## src/itp_pkg.sv

```systemverilog
`timescale 1ns / 1ps
package itp_pkg;

	localparam int STACK_DEPTH_DEF = 32;

	localparam logic [7:0] CH_PLUS  = 8'h2B;
	localparam logic [7:0] CH_MINUS = 8'h2D;
	localparam logic [7:0] CH_STAR  = 8'h2A;
	localparam logic [7:0] CH_SLASH = 8'h2F;
	localparam logic [7:0] CH_OPEN  = 8'h28;
	localparam logic [7:0] CH_CLOSE = 8'h29;

	// stacked operator codes
	typedef enum logic [2:0] {
		OP_NONE = 3'd0,
		OP_ADD  = 3'd1,
		OP_SUB  = 3'd2,
		OP_MUL  = 3'd3,
		OP_DIV  = 3'd4,
		OP_OPEN = 3'd5
	} op_code_t;

	typedef enum logic [2:0] {
		S_IDLE,
		S_OPND,
		S_RD,
		S_CHK,
		S_PUSH,
		S_ENDCHK,
		S_FIN
	} seq_state_t;

	// which pop loop is running
	typedef enum logic [1:0] {
		K_ADD,
		K_MUL,
		K_CLOSE,
		K_FLUSH
	} pop_kind_t;

	// request from sequencer to output stage
	typedef struct packed {
		logic       emit;
		logic       close;
		logic [7:0] sym;
		logic       ovf;
		logic       done;
	} emit_req_t;

	function automatic logic [7:0] code_char(input logic [2:0] code);
		logic [7:0] c;
		c = 8'h00;
		case (code)
			OP_ADD:  c = CH_PLUS;
			OP_SUB:  c = CH_MINUS;
			OP_MUL:  c = CH_STAR;
			OP_DIV:  c = CH_SLASH;
			OP_OPEN: c = CH_OPEN;
			default: c = 8'h00;
		endcase
		return c;
	endfunction

	function automatic logic is_arith(input logic [2:0] code);
		return (code == OP_ADD) || (code == OP_SUB) || (code == OP_MUL) || (code == OP_DIV);
	endfunction

endpackage

```

## src/itp_stack_ram.sv

```systemverilog
`timescale 1ns / 1ps
module itp_stack_ram #(
	parameter int DEPTH = 32,
	parameter int AW    = 5
) (
	input  logic          clk,
	input  logic          wr_en,
	input  logic [AW-1:0] wr_addr,
	input  logic [2:0]    wr_data,
	input  logic          rd_en,
	input  logic [AW-1:0] rd_addr,
	output logic [2:0]    rd_data
);
	logic [2:0] mem [DEPTH];
	logic [2:0] rd_data_q;

	always_ff @(posedge clk) begin
		if (wr_en) begin
			mem[wr_addr] <= wr_data;
		end
	end

	// hold read data until the next read
	always_ff @(posedge clk) begin
		if (rd_en) begin
			rd_data_q <= mem[rd_addr];
		end
	end

	assign rd_data = rd_data_q;
endmodule

```

## src/itp_seq.sv

```systemverilog
`timescale 1ns / 1ps
module itp_seq #(
	parameter int STACK_DEPTH = 32,
	parameter int CNT_W       = 6,
	parameter int AW          = 5
) (
	input  logic               clk,
	input  logic               arst_n,
	input  logic               char_valid,
	output logic               char_stall,
	input  logic [7:0]         in_symbol,
	input  logic               end_of_expr,
	output logic               wr_en,
	output logic [AW-1:0]      wr_addr,
	output logic [2:0]         wr_data,
	output logic               rd_en,
	output logic [AW-1:0]      rd_addr,
	input  logic [2:0]         rd_data,
	output itp_pkg::emit_req_t req,
	input  logic               ack
);
	import itp_pkg::*;

	seq_state_t state_q, state_d;
	pop_kind_t  kind_q, kind_d;
	logic       kind_ld;
	logic [CNT_W-1:0] cnt_q, cnt_m1;
	logic       cnt_inc, cnt_dec;
	logic       dropped_q, drop_set;
	logic       end_q;
	logic [7:0] sym_q;
	logic [2:0] code_q, code_d;
	logic       accept, full;

	assign accept = char_valid && !char_stall;
	assign full   = (cnt_q == CNT_W'(STACK_DEPTH));
	assign cnt_m1 = cnt_q - CNT_W'(1);

	function automatic seq_state_t loop_exit(input pop_kind_t k);
		seq_state_t s;
		s = S_FIN;
		case (k)
			K_ADD, K_MUL: s = S_PUSH;
			K_CLOSE:      s = S_ENDCHK;
			default:      s = S_FIN;
		endcase
		return s;
	endfunction

	always_ff @(posedge clk or negedge arst_n) begin
		if (!arst_n) begin
			state_q   <= S_IDLE;
			kind_q    <= K_ADD;
			cnt_q     <= '0;
			dropped_q <= 1'b0;
			end_q     <= 1'b0;
		end else begin
			state_q <= state_d;
			if (kind_ld) begin
				kind_q <= kind_d;
			end
			if (cnt_inc) begin
				cnt_q <= cnt_q + CNT_W'(1);
			end else if (cnt_dec) begin
				cnt_q <= cnt_m1;
			end
			if (accept) begin
				dropped_q <= 1'b0;
				end_q     <= end_of_expr;
			end else if (drop_set) begin
				dropped_q <= 1'b1;
			end
		end
	end

	always_ff @(posedge clk) begin
		if (accept) begin
			sym_q  <= in_symbol;
			code_q <= code_d;
		end
	end

	always_comb begin
		state_d    = state_q;
		kind_d     = kind_q;
		kind_ld    = 1'b0;
		code_d     = OP_NONE;
		cnt_inc    = 1'b0;
		cnt_dec    = 1'b0;
		drop_set   = 1'b0;
		char_stall = (state_q != S_IDLE);
		wr_en      = 1'b0;
		wr_addr    = cnt_q[AW-1:0];
		wr_data    = code_q;
		rd_en      = 1'b0;
		rd_addr    = cnt_m1[AW-1:0];
		req        = '{emit: 1'b0, close: 1'b0, sym: code_char(rd_data),
			ovf: dropped_q, done: end_q};

		unique case (state_q)
			S_IDLE: begin
				case (in_symbol)
					CH_PLUS:  begin kind_d = K_ADD;   code_d = OP_ADD;  state_d = S_RD;   end
					CH_MINUS: begin kind_d = K_ADD;   code_d = OP_SUB;  state_d = S_RD;   end
					CH_STAR:  begin kind_d = K_MUL;   code_d = OP_MUL;  state_d = S_RD;   end
					CH_SLASH: begin kind_d = K_MUL;   code_d = OP_DIV;  state_d = S_RD;   end
					CH_OPEN:  begin kind_d = K_ADD;   code_d = OP_OPEN; state_d = S_PUSH; end
					CH_CLOSE: begin kind_d = K_CLOSE; code_d = OP_NONE; state_d = S_RD;   end
					default:  begin kind_d = K_ADD;   code_d = OP_NONE; state_d = S_OPND; end
				endcase
				kind_ld = char_valid;
				if (!char_valid) begin
					state_d = S_IDLE;
				end
			end
			S_OPND: begin
				req.emit = 1'b1;
				req.sym  = sym_q;
				if (ack) begin
					state_d = S_ENDCHK;
				end
			end
			S_RD: begin
				if (cnt_q == '0) begin
					state_d = loop_exit(kind_q);
				end else begin
					rd_en   = 1'b1;
					state_d = S_CHK;
				end
			end
			S_CHK: begin
				unique case (kind_q)
					K_ADD, K_MUL: begin
						if ((kind_q == K_ADD) ? is_arith(rd_data)
							: (rd_data == OP_MUL || rd_data == OP_DIV)) begin
							req.emit = 1'b1;
							if (ack) begin
								cnt_dec = 1'b1;
								state_d = S_RD;
							end
						end else begin
							state_d = S_PUSH;
						end
					end
					K_CLOSE: begin
						if (rd_data == OP_OPEN) begin
							cnt_dec = 1'b1;
							state_d = S_ENDCHK;
						end else begin
							req.emit = 1'b1;
							if (ack) begin
								cnt_dec = 1'b1;
								state_d = S_RD;
							end
						end
					end
					K_FLUSH: begin
						if (is_arith(rd_data)) begin
							req.emit = 1'b1;
							if (ack) begin
								cnt_dec = 1'b1;
								state_d = S_RD;
							end
						end else begin
							cnt_dec = 1'b1;
							state_d = S_RD;
						end
					end
				endcase
			end
			S_PUSH: begin
				if (full) begin
					drop_set = 1'b1;
				end else begin
					wr_en   = 1'b1;
					cnt_inc = 1'b1;
				end
				state_d = S_ENDCHK;
			end
			S_ENDCHK: begin
				if (end_q) begin
					kind_d  = K_FLUSH;
					kind_ld = 1'b1;
					state_d = S_RD;
				end else begin
					state_d = S_FIN;
				end
			end
			S_FIN: begin
				req.close = 1'b1;
				if (ack) begin
					state_d = S_IDLE;
				end
			end
		endcase
	end

`ifndef SYNTHESIS
	a_cnt_bound: assert property (@(posedge clk) disable iff (!arst_n)
		cnt_q <= CNT_W'(STACK_DEPTH))
		else $error("stack count beyond depth");
	a_push_room: assert property (@(posedge clk) disable iff (!arst_n)
		wr_en |-> !full)
		else $error("push onto full stack");
	a_read_nonempty: assert property (@(posedge clk) disable iff (!arst_n)
		rd_en |-> (cnt_q != '0))
		else $error("read of empty stack");
	a_read_then_check: assert property (@(posedge clk) disable iff (!arst_n)
		rd_en |=> (state_q == S_CHK))
		else $error("read data not consumed");
	a_flush_empties: assert property (@(posedge clk) disable iff (!arst_n)
		(state_q == S_FIN && end_q) |-> (cnt_q == '0))
		else $error("stack not empty after flush");
`endif
endmodule

```

## src/itp_out_stage.sv

```systemverilog
`timescale 1ns / 1ps
module itp_out_stage (
	input  logic               clk,
	input  logic               arst_n,
	input  itp_pkg::emit_req_t req,
	output logic               ack,
	output logic               rpn_valid,
	input  logic               rpn_stall,
	output logic [7:0]         out_symbol,
	output logic               symbol_valid,
	output logic               last_of_run,
	output logic               expr_done,
	output logic               overflow
);
	import itp_pkg::*;

	logic       out_valid_q, pend_q;
	logic [7:0] out_sym_q, pend_sym_q;
	logic       out_sv_q, out_last_q, out_done_q, out_ovf_q;
	logic       out_free, load;
	logic [7:0] ld_sym;
	logic       ld_sv, ld_last, ld_done;

	assign out_free = !out_valid_q || !rpn_stall;

	// a symbol waits in the pending slot until it is known whether another follows
	always_comb begin
		ack     = 1'b0;
		load    = 1'b0;
		ld_sym  = pend_sym_q;
		ld_sv   = 1'b1;
		ld_last = 1'b0;
		ld_done = 1'b0;
		if (req.emit) begin
			ack  = !pend_q || out_free;
			load = pend_q && out_free;
		end else if (req.close) begin
			if (pend_q) begin
				ack     = out_free;
				load    = out_free;
				ld_last = 1'b1;
				ld_done = req.done;
			end else if (req.done || req.ovf) begin
				ack     = out_free;
				load    = out_free;
				ld_sym  = 8'h00;
				ld_sv   = 1'b0;
				ld_last = 1'b1;
				ld_done = req.done;
			end else begin
				ack = 1'b1;
			end
		end
	end

	always_ff @(posedge clk or negedge arst_n) begin
		if (!arst_n) begin
			out_valid_q <= 1'b0;
			pend_q      <= 1'b0;
		end else begin
			if (load) begin
				out_valid_q <= 1'b1;
			end else if (!rpn_stall) begin
				out_valid_q <= 1'b0;
			end
			if (req.emit && ack) begin
				pend_q <= 1'b1;
			end else if (req.close && ack) begin
				pend_q <= 1'b0;
			end
		end
	end

	always_ff @(posedge clk) begin
		if (req.emit && ack) begin
			pend_sym_q <= req.sym;
		end
		if (load) begin
			out_sym_q  <= ld_sym;
			out_sv_q   <= ld_sv;
			out_last_q <= ld_last;
			out_done_q <= ld_done;
			out_ovf_q  <= req.ovf;
		end
	end

	assign rpn_valid    = out_valid_q;
	assign out_symbol   = out_sym_q;
	assign symbol_valid = out_sv_q;
	assign last_of_run  = out_last_q;
	assign expr_done    = out_done_q;
	assign overflow     = out_ovf_q;

`ifndef SYNTHESIS
	a_no_overwrite: assert property (@(posedge clk) disable iff (!arst_n)
		load |-> out_free)
		else $error("output word overwritten while stalled");
	a_close_drains: assert property (@(posedge clk) disable iff (!arst_n)
		(req.close && ack) |=> !pend_q)
		else $error("pending symbol left after close");
	a_done_is_last: assert property (@(posedge clk) disable iff (!arst_n)
		(load && ld_done) |-> ld_last)
		else $error("end of expression not on last word");
`endif
endmodule

```

## src/infix_to_postfix_converter.sv

```systemverilog
`timescale 1ns / 1ps
// Channel | Handshake              | Payload
// --------+------------------------+---------------------------------------------------
// input   | char_valid, char_stall | in_symbol[7:0], end_of_expr
// output  | rpn_valid, rpn_stall   | out_symbol[7:0], symbol_valid, last_of_run,
//         |                        | expr_done, overflow
//
// An operand is emitted at once; an operator runs a pop loop and is then pushed (an open
// bracket is pushed at once, a close is not pushed). Each popped entry (the bracket a close
// discards counts as popped) passes through the single stack RAM's read-then-decide loop.
// An end-flagged word adds a flush that pops every entry left on the stack.
// arst_n clears the sequencer, stack count and output valids; stack contents stay unset.
// char_stall is high while a word is in progress; rpn_stall holds the output register
// and backs up into the sequencer, which then waits on the emit.
module infix_to_postfix_converter #(
	parameter int STACK_DEPTH = itp_pkg::STACK_DEPTH_DEF
) (
	input  logic       clk,
	input  logic       arst_n,
	input  logic       char_valid,
	output logic       char_stall,
	input  logic [7:0] in_symbol,
	input  logic       end_of_expr,
	output logic       rpn_valid,
	input  logic       rpn_stall,
	output logic [7:0] out_symbol,
	output logic       symbol_valid,
	output logic       last_of_run,
	output logic       expr_done,
	output logic       overflow
);
	import itp_pkg::*;

	// count must hold the depth itself; address covers entries only
	localparam int CNT_W = $clog2(STACK_DEPTH + 1);
	localparam int AW    = (STACK_DEPTH > 1) ? $clog2(STACK_DEPTH) : 1;

	logic          wr_en, rd_en;
	logic [AW-1:0] wr_addr, rd_addr;
	logic [2:0]    wr_data, rd_data;
	emit_req_t     req;
	logic          ack;

	// operator stack: one write and one registered read port
	itp_stack_ram #(
		.DEPTH(STACK_DEPTH),
		.AW   (AW)
	) u_ram (
		.clk    (clk),
		.wr_en  (wr_en),
		.wr_addr(wr_addr),
		.wr_data(wr_data),
		.rd_en  (rd_en),
		.rd_addr(rd_addr),
		.rd_data(rd_data)
	);

	// sequencer: classify the word, run pop loops, push, flush on end
	itp_seq #(
		.STACK_DEPTH(STACK_DEPTH),
		.CNT_W      (CNT_W),
		.AW         (AW)
	) u_seq (
		.clk        (clk),
		.arst_n     (arst_n),
		.char_valid (char_valid),
		.char_stall (char_stall),
		.in_symbol  (in_symbol),
		.end_of_expr(end_of_expr),
		.wr_en      (wr_en),
		.wr_addr    (wr_addr),
		.wr_data    (wr_data),
		.rd_en      (rd_en),
		.rd_addr    (rd_addr),
		.rd_data    (rd_data),
		.req        (req),
		.ack        (ack)
	);

	// output stage: hold one symbol back so the last of a run can be marked
	itp_out_stage u_out (
		.clk         (clk),
		.arst_n      (arst_n),
		.req         (req),
		.ack         (ack),
		.rpn_valid   (rpn_valid),
		.rpn_stall   (rpn_stall),
		.out_symbol  (out_symbol),
		.symbol_valid(symbol_valid),
		.last_of_run (last_of_run),
		.expr_done   (expr_done),
		.overflow    (overflow)
	);
endmodule
```

## config.mk

```make
export PLATFORM = sky130hd
export DESIGN_NAME = infix_to_postfix_converter
export DESIGN_NICKNAME = d
export VERILOG_FILES = /design/src/itp_pkg.sv /design/src/itp_stack_ram.sv /design/src/itp_seq.sv /design/src/itp_out_stage.sv /design/src/infix_to_postfix_converter.sv
export SDC_FILE = /design/constraint.sdc
export NUM_CORES = 1
export LEC_CHECK = 0
export BUFFER_PORTS_ARGS = -buffer_cell sky130_fd_sc_hd__buf_2
export CAP_MARGIN = 30
export CELL_PAD_IN_SITES_DETAIL_PLACEMENT = 0
export CELL_PAD_IN_SITES_GLOBAL_PLACEMENT = 1
export CORE_MARGIN = 2
export CORE_UTILIZATION = 45
export CTS_CLUSTER_DIAMETER = 60
export DETAILED_ROUTE_END_ITERATION = 8
export GPL_ROUTABILITY_DRIVEN = 1
export PLACE_DENSITY_LB_ADDON = 0.1
export SYNTH_ARGS = -nofsm -noshare
export SYNTH_HDL_FRONTEND = slang
export SYNTH_HIERARCHICAL = 1
export SYNTH_SLANG_ARGS = --single-unit
export TNS_END_PERCENT = 1
```

## constraint.sdc

```tcl
create_clock -name clk -period 3.95 [get_ports clk]
set_clock_uncertainty 0.15 [all_clocks]
set_input_delay 0.5925 -clock clk [delete_from_list [all_inputs] [get_ports clk]]
set_output_delay 0.5925 -clock clk [all_outputs]
set_load 0.005 [all_outputs]
```

==> load_flow_metrics.sql <==
INSERT INTO impl_metrics (metric_group, metric, value, unit) VALUES
('status', 'status', 'finished clean', ''),
('worst_setup_path', 'worstReg2RegEnd', 'u_seq/state_q[1]', ''),
('floorplan', 'die_w', '124', 'um'),
('synth', 'yosys_warnings', '6', ''),
('clock_tree', 'worst_skew_pair.late_latency', '0.41', 'ns'),
('floorplan', 'number_of_standard_cell_rows_in_the_floorplan', '43', ''),
('synth', 'synth_top_cell_area_share', '60.1', '%'),
('synth', 'netlist_instances', '429', ''),
('worst_setup_path', 'cpMaxStageDelayCell', 'sky130_fd_sc_hd__edfxtp_1', ''),
('cells_and_area', 'layout-area-overhead-vs-synth', '13.4', '%'),
('drt', 'drt-wirelength-per-cell', '19.8', 'um'),
('floorplan', 'initial_standard_cell_utilization_of_the_core', '46.4', '%'),
('floorplan', 'coreArea', '14000', 'um2'),
('clock_tree', 'clock_tree_sinks', '145', ''),
('sta', 'final-setup-viol-count', '0', ''),
('sta', 'min_period_over_period', '80.2', '%'),
('worst_setup_path', 'crit-reg2reg-launch', 'u_ram/rd_data[2]', ''),
('sta', 'final.setup.tns', '0', 'ns'),
('clock_tree', 'clock-root-buffer', 'sky130_fd_sc_hd__clkbuf_16', ''),
('sta', 'max_slew_margin', '45.5', '%'),
('drt', 'first_pass_iters', '6', ''),
('worst_setup_path', 'critical_path.endpoint_type', 'flip-flop', ''),
('worst_setup_path', 'critical_path_peak_fanout', '16', ''),
('floorplan', 'ios', '27', ''),
('run', 'max_cap_viol_count', '0', ''),
('synth', 'ys_ff_latch', '145', ''),
('clock_tree', 'ctsLongestPathBuffers', '2', ''),
('cells_and_area', 'drive_above_1_share', '22.5', '%'),
('clock_tree', 'cts_inserted_buffers', '17', ''),
('synth', 'seq_area_frac_synth', '65.9', '%'),
('worst_setup_path', 'timing_worst_setup_path_type', 'flip-flop to flip-flop', ''),
('min_path', 'hold_path_end', 'u_seq/sym_q[6]', ''),
('sta', 'timing.final.crit_period', '3.17', 'ns'),
('worst_setup_path', 'reg2regPathDepth', '12', ''),
('clock_tree', 'cts_tree', 'done', ''),
('drt', 'wirelength', '12800', 'um'),
('synth', 'yosys-top-cells-area', 'sky130_fd_sc_hd__edfxtp_1 60%, sky130_fd_sc_hd__mux4_2 10%, sky130_fd_sc_hd__dfrtp_1 5.8%', ''),
('synth', 'synth_edf_count', '130', ''),
('power_and_ir_drop', 'pwr_density_cell', '775', 'nW/um2'),
('synth', 'yosys.cell_count.top_type', 'sky130_fd_sc_hd__edfxtp_1', ''),
('drt', 'routed-via-count', '3580', ''),
('min_path', 'worst_hold_startpoint', 'in_symbol[6]', ''),
('power_and_ir_drop', 'power.ir.vdd_worst', '0.383', 'mV'),
('synth', 'asyncSetResetFlopFracSynth', '10.3', '%'),
('worst_setup_path', 'cp.required', '4.09', 'ns'),
('sta', 'finalHoldViolations', '0', ''),
('synth', 'mappedNetlistArea', '6500', 'um2'),
('worst_setup_path', 'cp_cell_sequence', 'nor2_1, a21oi_1, o2111ai_1, a311oi_1, buf_4, inv_1, a311oi_2, inv_1, and2_1, o21ai_0, o21ai_0, or3_1', ''),
('sta', 'final_max_slew_viol_count', '0', ''),
('placed_design', 'io_buffer_count', '26', ''),
('worst_setup_path', 'cp_slowest_stage_delay', '0.63', 'ns'),
('sta', 'rsz_0062_raised_after_global_routing', 'false', ''),
('grt', 'antenna_violations_before_repair', '0', ''),
('synth', 'synthesis.area_per_instance', '15.1', 'um2'),
('grt', 'maximum_number_of_pins_on_one_net_before_global_route_repair', '25', ''),
('min_path', 'min_path_cells', '1', ''),
('synth', 'synth_area_leader_cell', 'sky130_fd_sc_hd__edfxtp_1', ''),
('floorplan', 'design.die.area', '15400', 'um2'),
('floorplan', 'dieHeight', '124', 'um'),
('sta', 'achievable-frequency', '0.316', 'GHz'),
('placed_design', 'gpl.final_weighted_congestion', '0.823', ''),
('sta', 'max_slew.worst_pin.slew', '0.811', 'ns'),
('power_and_ir_drop', 'leakage', '2.49', 'nW'),
('grt', 'first_pass_grt_wire_length', '20000', 'um'),
('placed_design', 'post-dp-hpwl', '8730', 'um'),
('grt', 'grtUsageTotal', '18.3', '%'),
('worst_setup_path', 'timing.critical_path.max_delay_family', 'compound AO/OA/AOI/OAI gates', ''),
('synth', 'netlist_cell_types', '58', ''),
('synth', 'synth_fp_nets', '444', ''),
('synth', 'synth.cells.most_frequent', '130 x sky130_fd_sc_hd__edfxtp_1, 53 x sky130_fd_sc_hd__nor2_1, 29 x sky130_fd_sc_hd__mux4_2', ''),
('worst_setup_path', 'worst-endpoint-arrival', '3.31', 'ns');
-- sequential cells by signal (all words and copies together), names as in the netlist --
signal              cells
u_seq/cnt_q             6
u_ram/mem              96
u_seq/kind_q            2
u_out/pend_sym_q        8
u_seq/dropped_q         1
u_seq/wr_data           3
u_seq/sym_q             8
u_ram/rd_data           3
u_seq/state_q           3
u_out/pend_q            1
u_out/overflow          1
u_out/expr_done         1
u_out/last_of_run       1
u_out/out_symbol        8
u_out/rpn_valid         1
u_out/symbol_valid      1
u_seq/end_q             1
-- routing by layer --
| layer | track usage, % | share of wire [%] | routed length [um] |
|---|---|---|---|
| met1 | 21.8 | 43 | 5440 |
| met2 | 31.9 | 53 | 6820 |
| met3 | 5.08 | 2.5 | 313 |
| met4 | 6.32 | 1.4 | 183 |
| met5 | 0 | 0 | 0 |
-- timing repair --
item                                   CTS  global route
buffers inserted                         0             0
hold buffers                             1             0
resized for setup                        0             0
endpoints found under the hold margin   15             0
-- through the flow --
stage | cells | total power, W | area (um2) | utilization [%] | worst slack, ns
after global placement | 610 | 0.00420 | 6710 | 48.0 | 0.891
after global routing | 646 | 0.00604 | 7370 | 52.7 | 0.526
final | 646 | 0.00571 | 7370 | 52.7 | 0.783
after floorplan | 429 | 0.00376 | 6500 | - | 0.726
after detailed placement | 613 | 0.00422 | 6790 | 48.5 | 0.820
after CTS | 646 | 0.00578 | 7370 | 52.7 | 0.801
-- kinds of logic (layout without fill, tap and decap cells) --
| logic type | after synthesis | count (layout) | synth area share [%] |
|---|---|---|---|
| XOR/XNOR | 11 | 11 | 1.48 |
| buffers and inverters | 44 | 81 | 3.66 |
| AND/OR/NAND/NOR | 132 | 132 | 10.7 |
| multiplexers | 35 | 35 | 11.3 |
| AO/OA/AOI/OAI | 60 | 60 | 6.55 |
| adder cells (fa/ha/maj) | 2 | 2 | 0.385 |
| flip-flops | 145 | 145 | 65.9 |
-- layout make-up --
type	instances	area (um2)
Clock buffer	19	433
Clock inverter	13	135
Fill cell	1184	6620
Inverter	15	56.3
Multi-Input combinational cell	240	1990
Sequential cell	145	4280
Tap cell	180	225
Timing Repair Buffer	34	253
-- worst reg2reg max path, delay by kind of cell, from the launching register on --
| family | cells | cell delay [ns] |
|---|---|---|
| AOI/OAI and AO/OA | 6 | 1.19 |
| buffers and inverters | 3 | 0.40 |
| DFF | 1 | 0.63 |
| and+or+nand+nor | 3 | 0.67 |
-- cells in the final DEF (no fill, tap or decap), types with 4 or more instances in the layout --
cell                        instances
sky130_fd_sc_hd__nor3b_1            5
sky130_fd_sc_hd__o21ai_0           11
sky130_fd_sc_hd__a21oi_1           15
sky130_fd_sc_hd__xnor2_1            7
sky130_fd_sc_hd__nor2b_1            4
sky130_fd_sc_hd__nand2b_1           6
sky130_fd_sc_hd__nand2_1           16
sky130_fd_sc_hd__and2_1             8
sky130_fd_sc_hd__dfrtp_1           15
sky130_fd_sc_hd__clkbuf_16         17
sky130_fd_sc_hd__nor3_1            10
sky130_fd_sc_hd__a21boi_0           9
sky130_fd_sc_hd__inv_1             15
sky130_fd_sc_hd__mux4_2            29
sky130_fd_sc_hd__nor2_1            53
sky130_fd_sc_hd__edfxtp_1         130
sky130_fd_sc_hd__buf_4              4
sky130_fd_sc_hd__nand3_1            4
sky130_fd_sc_hd__buf_2             26
sky130_fd_sc_hd__mux2_2             4
sky130_fd_sc_hd__nand3b_1           7
sky130_fd_sc_hd__or3_1              4
-- report_power, final --
part           internal [W]  leakage, nW  switching (W)  total (W)
registers           0.00199         1.36       0.000288    0.00227
logic              0.000929        0.853       0.000972    0.00190
clock network      0.000928        0.269       0.000604    0.00153
-- worst max path at each step --
stage | start | end | slack, ns | cells past startpoint
2_1_floorplan | u_ram/rd_data[2] | u_out/expr_done | 0.73 | 7
3_3_place_gp | u_ram/rd_data[2] | u_seq/state_q[1] | 0.89 | 12
3_5_place_dp | u_ram/rd_data[2] | u_seq/state_q[1] | 0.82 | 12
4_1_cts | u_ram/rd_data[2] | u_seq/state_q[1] | 0.80 | 12
5_1_grt | u_ram/rd_data[2] | u_seq/state_q[1] | 0.53 | 12
6_report | u_ram/rd_data[2] | u_seq/state_q[1] | 0.78 | 12
Note: power is estimated with default switching activity, not from simulation.
